$ cat src/sv/fcs_pkg.sv
package fcs_pkg;

	localparam int TEXTURE_BYTES  = 8192;
	localparam int SHADE_ENTRIES  = 256;
	localparam int TEX_AW         = $clog2(TEXTURE_BYTES);
	localparam int TEX_BANK_DEPTH = TEXTURE_BYTES / 2;
	localparam int SHADE_AW       = $clog2(SHADE_ENTRIES);

	localparam int COORD_W = 16;
	localparam int DEST_W  = 16;
	localparam int PIX_W   = 10;
	localparam int DATA_W  = 8;

	localparam int JOBQ_DEPTH = 4;
	localparam int JOBQ_AW    = $clog2(JOBQ_DEPTH);
	localparam int OUTQ_DEPTH = 4;
	localparam int OUTQ_AW    = $clog2(OUTQ_DEPTH);

	localparam int CFG_AW    = 3;
	localparam int CFG_IDX_W = CFG_AW - 2;
	localparam int CFG_DW    = 32;

	localparam logic [CFG_IDX_W-1:0] CFG_REG_DRAW_MODE = 1'b0;
	localparam logic [CFG_IDX_W-1:0] CFG_REG_SHADING   = 1'b1;

	typedef enum logic [1:0] {
		ACT_TEX_LOAD   = 2'd0,
		ACT_SHADE_LOAD = 2'd1,
		ACT_START      = 2'd2,
		ACT_PIXEL      = 2'd3
	} action_t;

	typedef enum logic [1:0] {
		MODE_CEIL  = 2'd0,
		MODE_FLOOR = 2'd1,
		MODE_BOTH  = 2'd2,
		MODE_NONE  = 2'd3
	} draw_mode_t;

	typedef enum logic [1:0] {
		JOB_TEX_WR   = 2'd0,
		JOB_SHADE_WR = 2'd1,
		JOB_PIXEL    = 2'd2
	} job_kind_t;

	// Work handed from front to back. For pixels, addr is the even texel address.
	typedef struct packed {
		job_kind_t          kind;
		logic [TEX_AW-1:0]  addr;
		logic [DATA_W-1:0]  data;
		logic [DEST_W-1:0]  ceil_addr;
		logic [DEST_W-1:0]  floor_addr;
		logic               ceil_en;
		logic               floor_en;
		logic               row_end;
	} job_t;

	// One pixel's writes waiting for the consumer.
	typedef struct packed {
		logic [DEST_W-1:0]  ceil_addr;
		logic [DATA_W-1:0]  ceil_val;
		logic [DEST_W-1:0]  floor_addr;
		logic [DATA_W-1:0]  floor_val;
		logic               ceil_en;
		logic               floor_en;
		logic               row_end;
	} res_t;

endpackage

$ cat src/sv/fcs_jobq.sv
module fcs_jobq (
	input  logic          clk,
	input  logic          arst_n,
	input  logic          push,
	input  fcs_pkg::job_t push_job,
	output logic          full,
	input  logic          pop,
	output logic          empty,
	output fcs_pkg::job_t head
);
	import fcs_pkg::*;

	job_t               jobs_q [JOBQ_DEPTH];
	logic [JOBQ_AW-1:0] wr_ptr_q;
	logic [JOBQ_AW-1:0] rd_ptr_q;
	logic [JOBQ_AW:0]   cnt_q;
	logic               do_push;
	logic               do_pop;

	assign full    = (cnt_q == (JOBQ_AW+1)'(JOBQ_DEPTH));
	assign empty   = (cnt_q == '0);
	assign do_push = push && !full;
	assign do_pop  = pop && !empty;
	assign head    = jobs_q[rd_ptr_q];

	always_ff @(posedge clk) begin
		if (do_push) begin
			jobs_q[wr_ptr_q] <= push_job;
		end
	end

	always_ff @(posedge clk or negedge arst_n) begin
		if (!arst_n) begin
			wr_ptr_q <= '0;
			rd_ptr_q <= '0;
			cnt_q    <= '0;
		end else begin
			if (do_push) begin
				wr_ptr_q <= wr_ptr_q + JOBQ_AW'(1);
			end
			if (do_pop) begin
				rd_ptr_q <= rd_ptr_q + JOBQ_AW'(1);
			end
			cnt_q <= cnt_q + (JOBQ_AW+1)'(do_push) - (JOBQ_AW+1)'(do_pop);
		end
	end

endmodule

$ cat config.mk
export PLATFORM = sky130hd
export DESIGN_NAME = fcs_jobq
export DESIGN_NICKNAME = d
export VERILOG_FILES = /design/src/sv/fcs_pkg.sv /design/src/sv/fcs_jobq.sv
export SDC_FILE = /design/constraint.sdc
export NUM_CORES = 1
export LEC_CHECK = 0
export BUFFER_PORTS_ARGS = -buffer_cell sky130_fd_sc_hd__buf_4
export CAP_MARGIN = 20
export CORE_AREA = 2 2 173 175
export CTS_CLUSTER_SIZE = 12
export DETAILED_ROUTE_END_ITERATION = 10
export DIE_AREA = 0 0 175 177
export SLEW_MARGIN = 10
export SYNTH_ARGS = -nofsm -noshare
export SYNTH_HDL_FRONTEND = slang
export SYNTH_SLANG_ARGS = --single-unit
export TNS_END_PERCENT = 10
$ cat constraint.sdc
create_clock -name clk -period 3.5 [get_ports clk]
set_clock_uncertainty 0.1 [all_clocks]
set_input_delay 0.175 -clock clk [delete_from_list [all_inputs] [get_ports clk]]
set_output_delay 0.175 -clock clk [all_outputs]
set_load 0.02 [all_outputs]
==> impl_results.md <==
- Horiz. Die Dim: 175 um
- Max-slew violation count: 0
- Row count: 63
- Global-route wire length before repair: 25.7 mm
- Die Span Y: about 180 um
- Final HPWL DP: 9.41 mm
- Slowest CP cell: dfrtp_4
- Initial DRC count: 234
- Clock latency on the worst-skew pair: 0.51 ns
- Nets@finish: 616
- Worst Path Arrival: 2.46 ns
- Mapped Cells: 345
- CTS sink count: 239
- CP cell instances: buf_12, mux4_2, buf_4
- Slew @ Worst Pin: 0.938 ns
- DR vias/cell: 4.38
- Share of cells above drive strength 1: 0.400
- Area added between synthesis and finish: 31.1%
- Die ar.: around 31000 sq um
- Post-CTS sizing: 0
- Logic pwr share: 0.313
- Placer Congestion: between 0.6 and 0.7
- Cell-internal power: between 0.006 and 0.007 W
- CP delay by family, top: flip-flops
- Synth top area share: 0.782
- # DRC: 0
- Initial antenna violation count: 1
- Most common cell after layout, fill and taps aside: edfxtp_1
- Leakage: 3.98 nW
- Sequential share of power: 0.427
- Synth area leaders: edfxtp_1 (78%), mux4_2 (15%), dfrtp_1 (2.0%), buf_12 (1.3%), ha_1 (0.84%)
- Worst min path class: primary input to register
- Cell area after synthesis: 8910 sq um
- Net Count, Synth: between 400 and 500
- Synth cell types: 20
- Pwr Density: 838 nW/um^2
- Routed wire length: between 15 and 20 mm
- Worst setup EP type: output port
- Final setup fails: 0
- Initial core utilization: 0.305
- Worst slew margin: 0.375
- Synthesized flop and latch total: around 240
- Most frequent cells in the layout: edfxtp_1 (232), buf_4 (121), dlygate4sd3_1 (62)
- CTS tree: yes
- Switching power: approximately 0.0029 W
- Vias: roughly 4.2k
- Fill cells: approximately 2.6k
- Tot GR Track Use: 0.107
- Core ar.: 29200 sq um
- Yosys warns: 0
- Overflow after GRT: 0
- Hold WS: just over 0.3 ns
- Outcome: completed
- Max frequency: 365 MHz
- Startpoint class of the critical path: register
- Data required time at the worst endpoint: between 3 and 4 ns
- RSZ-0062 raised after global routing: false
- CTS HTree Levels: 1
- Clk root buf: clkbuf_16
- Peak VDD IR: 0.514 mV
- Avg Cell Area, Syn: roughly 26 sq um
- Drt pass-1 iters: 4
- Antenna Nets Post-Route: 0
- Period utilisation layout: 0.783
- Setup TNS: 0 ns
- Largest area contributor in the netlist: edfxtp_1
- Final hold vios: 0
- Max stage delay on crit path: roughly 0.78 ns
- Area of the multi-input gates: between 1500 and 2000 sq um
- Max-cap check violation count: 0
- PortBufs: 121
- Io pins: around 120
- CP Buf/Inv Count: 2
- Period minus WS final: 2.74 ns
- Pin count of the biggest net entering global routing: 60
- FF/Latch Area: 7150 sq um
- Wirelength per Cell: 17.4 um
- Sequential share of the synthesized area: 0.802
- Register clock-pin slew on the reported worst setup and hold paths: 0.06 ns
- Clk pwr share: 0.260
- Sw frac: 0.300
- Max clock buf depth: 3
- CP max FO: 35
- Number of buffers created by CTS: 26
- Vias in the first global route: 4686
- Setup Crit Path Kind: register to output port
==> power by group through the flow <==
stage | clock, W | combinational (W) | sequential (W)
after floorplan | 0 | 0.00223 | 0.00396
after global placement | 0 | 0.00307 | 0.00421
final | 0.00254 | 0.00306 | 0.00418
after CTS | 0.00263 | 0.00315 | 0.00420
after detailed placement | 0 | 0.00309 | 0.00426
after global routing | 0.00274 | 0.00328 | 0.00426
==> worst reg2reg max path: stages, from the launching register on <==
cell,delay [ns]
dfrtp_1,0.45
o31ai_1,0.40
inv_1,0.08
ha_1,0.28
inv_1,0.04
ha_1,0.18
fa_1,0.37
xnor2_1,0.18
xnor2_1,0.15
==> synthesized netlist by cell type <==
cell         n
xnor2_1      4
o31ai_1      1
nand2b_1     4
o211ai_1     2
edfxtp_1   232
mux4_2      58
buf_6        1
and3b_1      4
buf_2        5
o311ai_0     1
nand4bb_1    2
ha_1         6
dfrtp_1      7
nor3b_2      1
buf_12       6
nand2_1      1
fa_1         1
inv_1        6
nor3_1       1
buf_4        2
==> final cells by class <==
cell class / count / share of cell area
flip-flops and latches: 239 / 0.612
repair buffers: 188 / 0.140
inverters: 6 / 0.00193
well taps: 390 / 0.0418
diodes: 1 / 0.000214
clock buffers: 33 / 0.0598
clock inverters: 10 / 0.00847
multi-input cells: 86 / 0.136
==> sequential cells by signal (all words and copies together), names as in the netlist <==
signal and count:
jobs_q 232, cnt_q 3, rd_ptr_q 2, wr_ptr_q 2
==> per-layer routing <==
metal	GRT usage	vias up	routed length (um)
met5	0	-	0
met4	0.0302	0	316
met3	0.0234	29	840
met2	0.191	99	8480
met1	0.132	2170	6910
li1	-	1877	-
==> worst paths after layout <==
kind                              start             to  slack (ns)  cells after the start
setup / recovery            rd_ptr_q[0]       head[14]        0.76                      3
hold / removal             push_job[54]  jobs_q[3][54]        0.30                      2
setup reg to reg               cnt_q[1]       cnt_q[2]        1.19                      8
hold reg to reg             wr_ptr_q[1]    wr_ptr_q[1]        0.51                      2
max in group asynchronous        arst_n    rd_ptr_q[1]        2.49                      3
min in group asynchronous        arst_n    wr_ptr_q[1]        0.53                      3
==> through the flow <==
stage	worst slack, ns	cells	utilization	power [W]	area, sq um
2_1_floorplan	0.823	345	-	0.00619	8910
3_3_place_gp	1.23	847	0.351	0.00728	10300
3_5_place_dp	1.18	847	0.351	0.00734	10300
4_1_cts	0.658	952	0.399	0.00998	11700
5_1_grt	0.587	952	0.399	0.0103	11700
6_report	0.761	953	0.399	0.00978	11700
==> timing repair <==
item / 4_1_cts / 5_1_grt
setup buffers: 0 / 0
hold buffers: 62 / 0
hold endpoints to repair: 243 / 0
==> logic make-up after synthesis <==
group / share of synthesized area
flip-flops: 0.802
multiplexers: 0.147
buffers and inverters: 0.0218
AND/OR/NAND/NOR: 0.0117
adder cells (fa/ha/maj): 0.0107
AO/OA/AOI/OAI: 0.00351
XOR/XNOR: 0.00393
Note: power is estimated with default switching activity, not from simulation.
