[config.mk]
export PLATFORM = sky130hd
export DESIGN_NAME = fcs_front
export DESIGN_NICKNAME = d
export VERILOG_FILES = /design/src/sv/fcs_pkg.sv /design/src/sv/fcs_front.sv
export SDC_FILE = /design/constraint.sdc
export NUM_CORES = 1
export LEC_CHECK = 0
export BUFFER_PORTS_ARGS = -buffer_cell sky130_fd_sc_hd__buf_4
export CAP_MARGIN = 10
export CORE_MARGIN = 3
export CORE_UTILIZATION = 54
export DETAILED_ROUTE_END_ITERATION = 7
export MAX_ROUTING_LAYER = met4
export PLACE_DENSITY = 0.81
export SYNTH_ARGS = -nofsm -noshare
export SYNTH_HDL_FRONTEND = slang
export SYNTH_SLANG_ARGS = --single-unit
export TNS_END_PERCENT = 50
[constraint.sdc]
create_clock -name clk -period 3.5 [get_ports clk]
set_input_delay 0.525 -clock clk [delete_from_list [all_inputs] [get_ports clk]]
set_output_delay 0.525 -clock clk [all_outputs]
set_load 0.03 [all_outputs]
[src/sv/fcs_pkg.sv]
package fcs_pkg;

	localparam int TEXTURE_BYTES  = 8192;
	localparam int SHADE_ENTRIES  = 256;
	localparam int TEX_AW         = $clog2(TEXTURE_BYTES);
	localparam int TEX_BANK_DEPTH = TEXTURE_BYTES / 2;
	localparam int SHADE_AW       = $clog2(SHADE_ENTRIES);

	localparam int COORD_W = 16;
	localparam int DEST_W  = 16;
	localparam int PIX_W   = 10;
	localparam int DATA_W  = 8;

	localparam int JOBQ_DEPTH = 4;
	localparam int JOBQ_AW    = $clog2(JOBQ_DEPTH);
	localparam int OUTQ_DEPTH = 4;
	localparam int OUTQ_AW    = $clog2(OUTQ_DEPTH);

	localparam int CFG_AW    = 3;
	localparam int CFG_IDX_W = CFG_AW - 2;
	localparam int CFG_DW    = 32;

	localparam logic [CFG_IDX_W-1:0] CFG_REG_DRAW_MODE = 1'b0;
	localparam logic [CFG_IDX_W-1:0] CFG_REG_SHADING   = 1'b1;

	typedef enum logic [1:0] {
		ACT_TEX_LOAD   = 2'd0,
		ACT_SHADE_LOAD = 2'd1,
		ACT_START      = 2'd2,
		ACT_PIXEL      = 2'd3
	} action_t;

	typedef enum logic [1:0] {
		MODE_CEIL  = 2'd0,
		MODE_FLOOR = 2'd1,
		MODE_BOTH  = 2'd2,
		MODE_NONE  = 2'd3
	} draw_mode_t;

	typedef enum logic [1:0] {
		JOB_TEX_WR   = 2'd0,
		JOB_SHADE_WR = 2'd1,
		JOB_PIXEL    = 2'd2
	} job_kind_t;

	// Work handed from front to back. For pixels, addr is the even texel address.
	typedef struct packed {
		job_kind_t          kind;
		logic [TEX_AW-1:0]  addr;
		logic [DATA_W-1:0]  data;
		logic [DEST_W-1:0]  ceil_addr;
		logic [DEST_W-1:0]  floor_addr;
		logic               ceil_en;
		logic               floor_en;
		logic               row_end;
	} job_t;

	// One pixel's writes waiting for the consumer.
	typedef struct packed {
		logic [DEST_W-1:0]  ceil_addr;
		logic [DATA_W-1:0]  ceil_val;
		logic [DEST_W-1:0]  floor_addr;
		logic [DATA_W-1:0]  floor_val;
		logic               ceil_en;
		logic               floor_en;
		logic               row_end;
	} res_t;

endpackage

[src/sv/fcs_front.sv]
module fcs_front (
	input  logic                          clk,
	input  logic                          arst_n,
	input  logic                          push,
	output logic                          full,
	input  logic [1:0]                    action,
	input  logic [fcs_pkg::COORD_W-1:0]   x_frac,
	input  logic [fcs_pkg::COORD_W-1:0]   y_frac,
	input  logic signed [fcs_pkg::COORD_W-1:0] x_step,
	input  logic signed [fcs_pkg::COORD_W-1:0] y_step,
	input  logic [fcs_pkg::DEST_W-1:0]    start_dest,
	input  logic signed [fcs_pkg::DEST_W-1:0]  row_offset,
	input  logic [fcs_pkg::PIX_W-1:0]     pixel_count,
	input  logic [fcs_pkg::TEX_AW-1:0]    table_addr,
	input  logic [fcs_pkg::DATA_W-1:0]    table_data,
	input  fcs_pkg::draw_mode_t           draw_mode,
	input  logic                          q_full,
	output logic                          q_push,
	output fcs_pkg::job_t                 q_job
);
	import fcs_pkg::*;

	logic [2*COORD_W-1:0] coord_q;
	logic [2*COORD_W-1:0] step_q;
	logic [DEST_W-1:0]    dest_q;
	logic [DEST_W-1:0]    floor_q;
	logic [PIX_W-1:0]     left_q;
	logic                 accept;
	logic                 pix_live;
	action_t              act;

	assign full     = q_full;
	assign accept   = push && !q_full;
	assign act      = action_t'(action);
	assign pix_live = (left_q != '0);

	always_comb begin
		q_job            = '0;
		q_push           = 1'b0;
		q_job.kind       = JOB_PIXEL;
		q_job.data       = table_data;
		q_job.ceil_addr  = dest_q;
		q_job.floor_addr = dest_q + floor_q;
		q_job.ceil_en    = (draw_mode == MODE_CEIL) || (draw_mode == MODE_BOTH);
		q_job.floor_en   = (draw_mode == MODE_FLOOR) || (draw_mode == MODE_BOTH);
		q_job.row_end    = (left_q == PIX_W'(1));
		// texel index: y bits 10..15 low, x bits 10..15 high, bit 0 = ceiling
		q_job.addr       = {coord_q[15:10], coord_q[31:26], 1'b0};
		case (act)
			ACT_TEX_LOAD: begin
				q_job.kind = JOB_TEX_WR;
				q_job.addr = table_addr;
				q_push     = accept;
			end
			ACT_SHADE_LOAD: begin
				q_job.kind = JOB_SHADE_WR;
				q_job.addr = table_addr;
				q_push     = accept;
			end
			ACT_PIXEL: begin
				q_push = accept && pix_live && (draw_mode != MODE_NONE);
			end
			default: begin
				q_push = 1'b0;
			end
		endcase
	end

	always_ff @(posedge clk or negedge arst_n) begin
		if (!arst_n) begin
			coord_q <= '0;
			step_q  <= '0;
			dest_q  <= '0;
			floor_q <= '0;
			left_q  <= '0;
		end else if (accept && act == ACT_START) begin
			coord_q <= {y_frac, x_frac};
			step_q  <= {y_step, x_step};
			dest_q  <= start_dest;
			floor_q <= row_offset;
			left_q  <= pixel_count;
		end else if (accept && act == ACT_PIXEL && pix_live) begin
			coord_q <= coord_q + step_q;
			dest_q  <= dest_q + DEST_W'(1);
			left_q  <= left_q - PIX_W'(1);
		end
	end

endmodule

==> metrics <==
status complete, no violations; final setup margin 0.116 ns; clock skew 0.00607 ns; initial DRC count 506; crit-path max cell delay about 0.42 ns; layout cells sized above 1 0.239; CTS tree yes; delay-heaviest family, CP compound AO/OA/AOI/OAI gates; Final GP Congestion between 0.9 and 1; DP Worst Slack between 0.1 and 0.15 ns; Worst setup SP type flop; Worst Hold Class input port to async pin; die area approximately 15000 µm²; CP dominant cell by count a21oi_2; Post-route DRC 0; Clock Tree Buf Depth 2; most frequent cells in the layout 214 x nand2_1, 191 x buf_4, 106 x dfrtp_1; WP data arrival around 2.9 ns; crit-path max FO 3; ys async rst share 1.00; Period minus WS final 3.38 ns; WL per Instance around 17 µm; post-synthesis mux area share 0.0209; synth top area cells dfrtp_1 36%, nand2_1 11%, ha_1 8.8%; Power Density about 750 nW/µm²; # IOs 195; Root Buffer clkbuf_16; core area 13300 µm²; Mapped Avg Cell Area ~8.3 µm²; Warnings, synthesis 0; first-pass GRT wire length 32500 µm; ant diodes 0; vias in the first global route 6699; gr ovfl total 0; Worst Max-Slew Pin Slew 0.786 ns; GR Util All Layers 0.278; total wire length 20500 µm; register area share after synthesis 0.358; largest family of logic cells by synthesized area simple AND/OR/NAND/NOR gates; most common cell after layout, fill and taps aside nand2_1; die width 123 µm; fillers 1161; Synth Cell Area 7410 µm²; maximum vdd drop 432 µV; Slew Viols, Final 0; Synth top area share 0.358; Synth Area in Compound Gates 0.205; Hold Violations, Final 0; routed vias 7063; initial antenna violation count 0; # Post-CTS Setup Buffers 0; EDFF count, synth 0; max cap viols 0; worst hold slack approximately 0.22 ns; Critical Path End Type output port; Post-Synthesis Cells ~900; Netlist cell types 63; Synth-to-Final Area Change 24.1%; Fmax 296 MHz; H-tree lvl count 3; Worst-path clk slew 0.07 ns; crit share post-route 0.967; Crit path required time 2.97 ns; Slew HR 0.472; post-synthesis adder-cell area fraction 0.0933; R2R Setup Slk 0.48 ns; nets@finish about 1200; largest net degree at the start of global routing 107; worst path buffer plus inverter count 1; syn nets 1086; post-DP HPWL ~15000 µm; area leader, netlist dfrtp_1; Die Height 123 µm; Via density 5.77; CP Cell Sequence ha_1 -> a21o_1 -> a21oi_2 -> nor4_1 -> or2_2 -> o41ai_4 -> a21oi_2 -> nor4_2 -> a311oi_2 -> buf_4; post-synthesis xor/xnor area fraction 0.0650; Leak 0.00442 µW; Synth Area in Simple Gates 0.213; worst setup path category flop to output port; dominant synthesized flop cell dfrtp_1; Initial Util 0.555; CTS Buf Count 9; DRT Pass-1 Iters 7; CP max-delay cell dfrtp_1; Worst-Skew Late Latency 0.35 ns; Routed Antenna Nets 0; Setup-failing EPs final 0; port buffer count approximately 180; Synth Register Bits 106; Rows between 40 and 50; Sink Count 106
[logic make-up after synthesis]
kind of cell | count (synthesis)
compound gates | 245
xor+xnor | 55
fa+ha+maj | 54
buf+inv | 73
flops | 106
mux | 14
simple gates | 350
[metrics by stage]
stage	instance area, µm²	power [µW]	cells	TNS [ns]	utilization
final	9190	6930	1225	0	0.689
after global routing	9190	7450	1225	-0.0144	0.689
after CTS	9170	6900	1225	0	0.687
after detailed placement	8850	5850	1209	0	0.663
after global placement	8850	5770	1209	0	0.663
after floorplan	7410	4750	897	0	-
[final timing paths]
check,cells past startpoint,startpoint,end
worst max-delay path,10,floor_q[1],q_job[18]
worst min-delay path,2,arst_n,step_q[6]
worst max register to register,9,coord_q[1],coord_q[21]
worst min register to register,2,step_q[7],step_q[7]
max in group asynchronous,2,arst_n,coord_q[29]
min in group clk,3,x_step[3],step_q[3]
[per-layer routing]
metal	up-vias	GRT usage	routed length [µm]
met4	0	0.0934	412
met3	28	0.0517	1150
met2	234	0.443	9990
met5	-	-	0
li1	3452	-	-
met1	3349	0.360	8900
[power by group]
| group | internal (µW) | total (µW) | switching, µW |
|---|---|---|---|
| Sequential | 1580 | 1930 | 350 |
| Clock | 512 | 997 | 486 |
| Combinational | 1690 | 4000 | 2310 |
| Total | 3780 | 6930 | 3150 |
[final cells by class]
type,count,area [µm²],area share
Multi-Input combinational cell,718,4490,0.489
Sequential cell,106,2650,0.289
Timing Repair Buffer,193,1470,0.160
Clock buffer,10,239,0.0260
Tap cell,176,220,0.0240
Inverter,16,60.1,0.00654
Clock inverter,6,51.3,0.00558
[worst register-to-register path, cell delays in order (launching register included)]
cell and delay, ns:
dfrtp_1 0.42, ha_1 0.32, a211oi_1 0.38, o211ai_1 0.22, nand4_1 0.17, a21boi_0 0.14
o31ai_1 0.68, o21ai_0 0.27, xnor2_1 0.20, o21ai_0 0.09
[synthesized netlist by cell type, types with 16 or more instances]
library cell    n
inv_1          16
a21o_1         19
dfrtp_1       106
nor2_1         41
a21oi_1        73
ha_1           52
o21ai_0        55
xnor2_1        30
xor2_1         25
clkbuf_1       34
nand2_1       215
nand3_1        23
[timing repair]
action,CTS,global route
pin swaps,1,5
endpoints found under the setup margin,3,2
hold buffers,0,0
gates resized for setup,5,7
[registers in the layout, indices dropped and copies added, names as in the netlist]
| name | cells |
|---|---|
| dest_q | 16 |
| step_q | 32 |
| coord_q | 32 |
| left_q | 10 |
| floor_q | 16 |
Note: power is estimated with default switching activity, not from simulation.
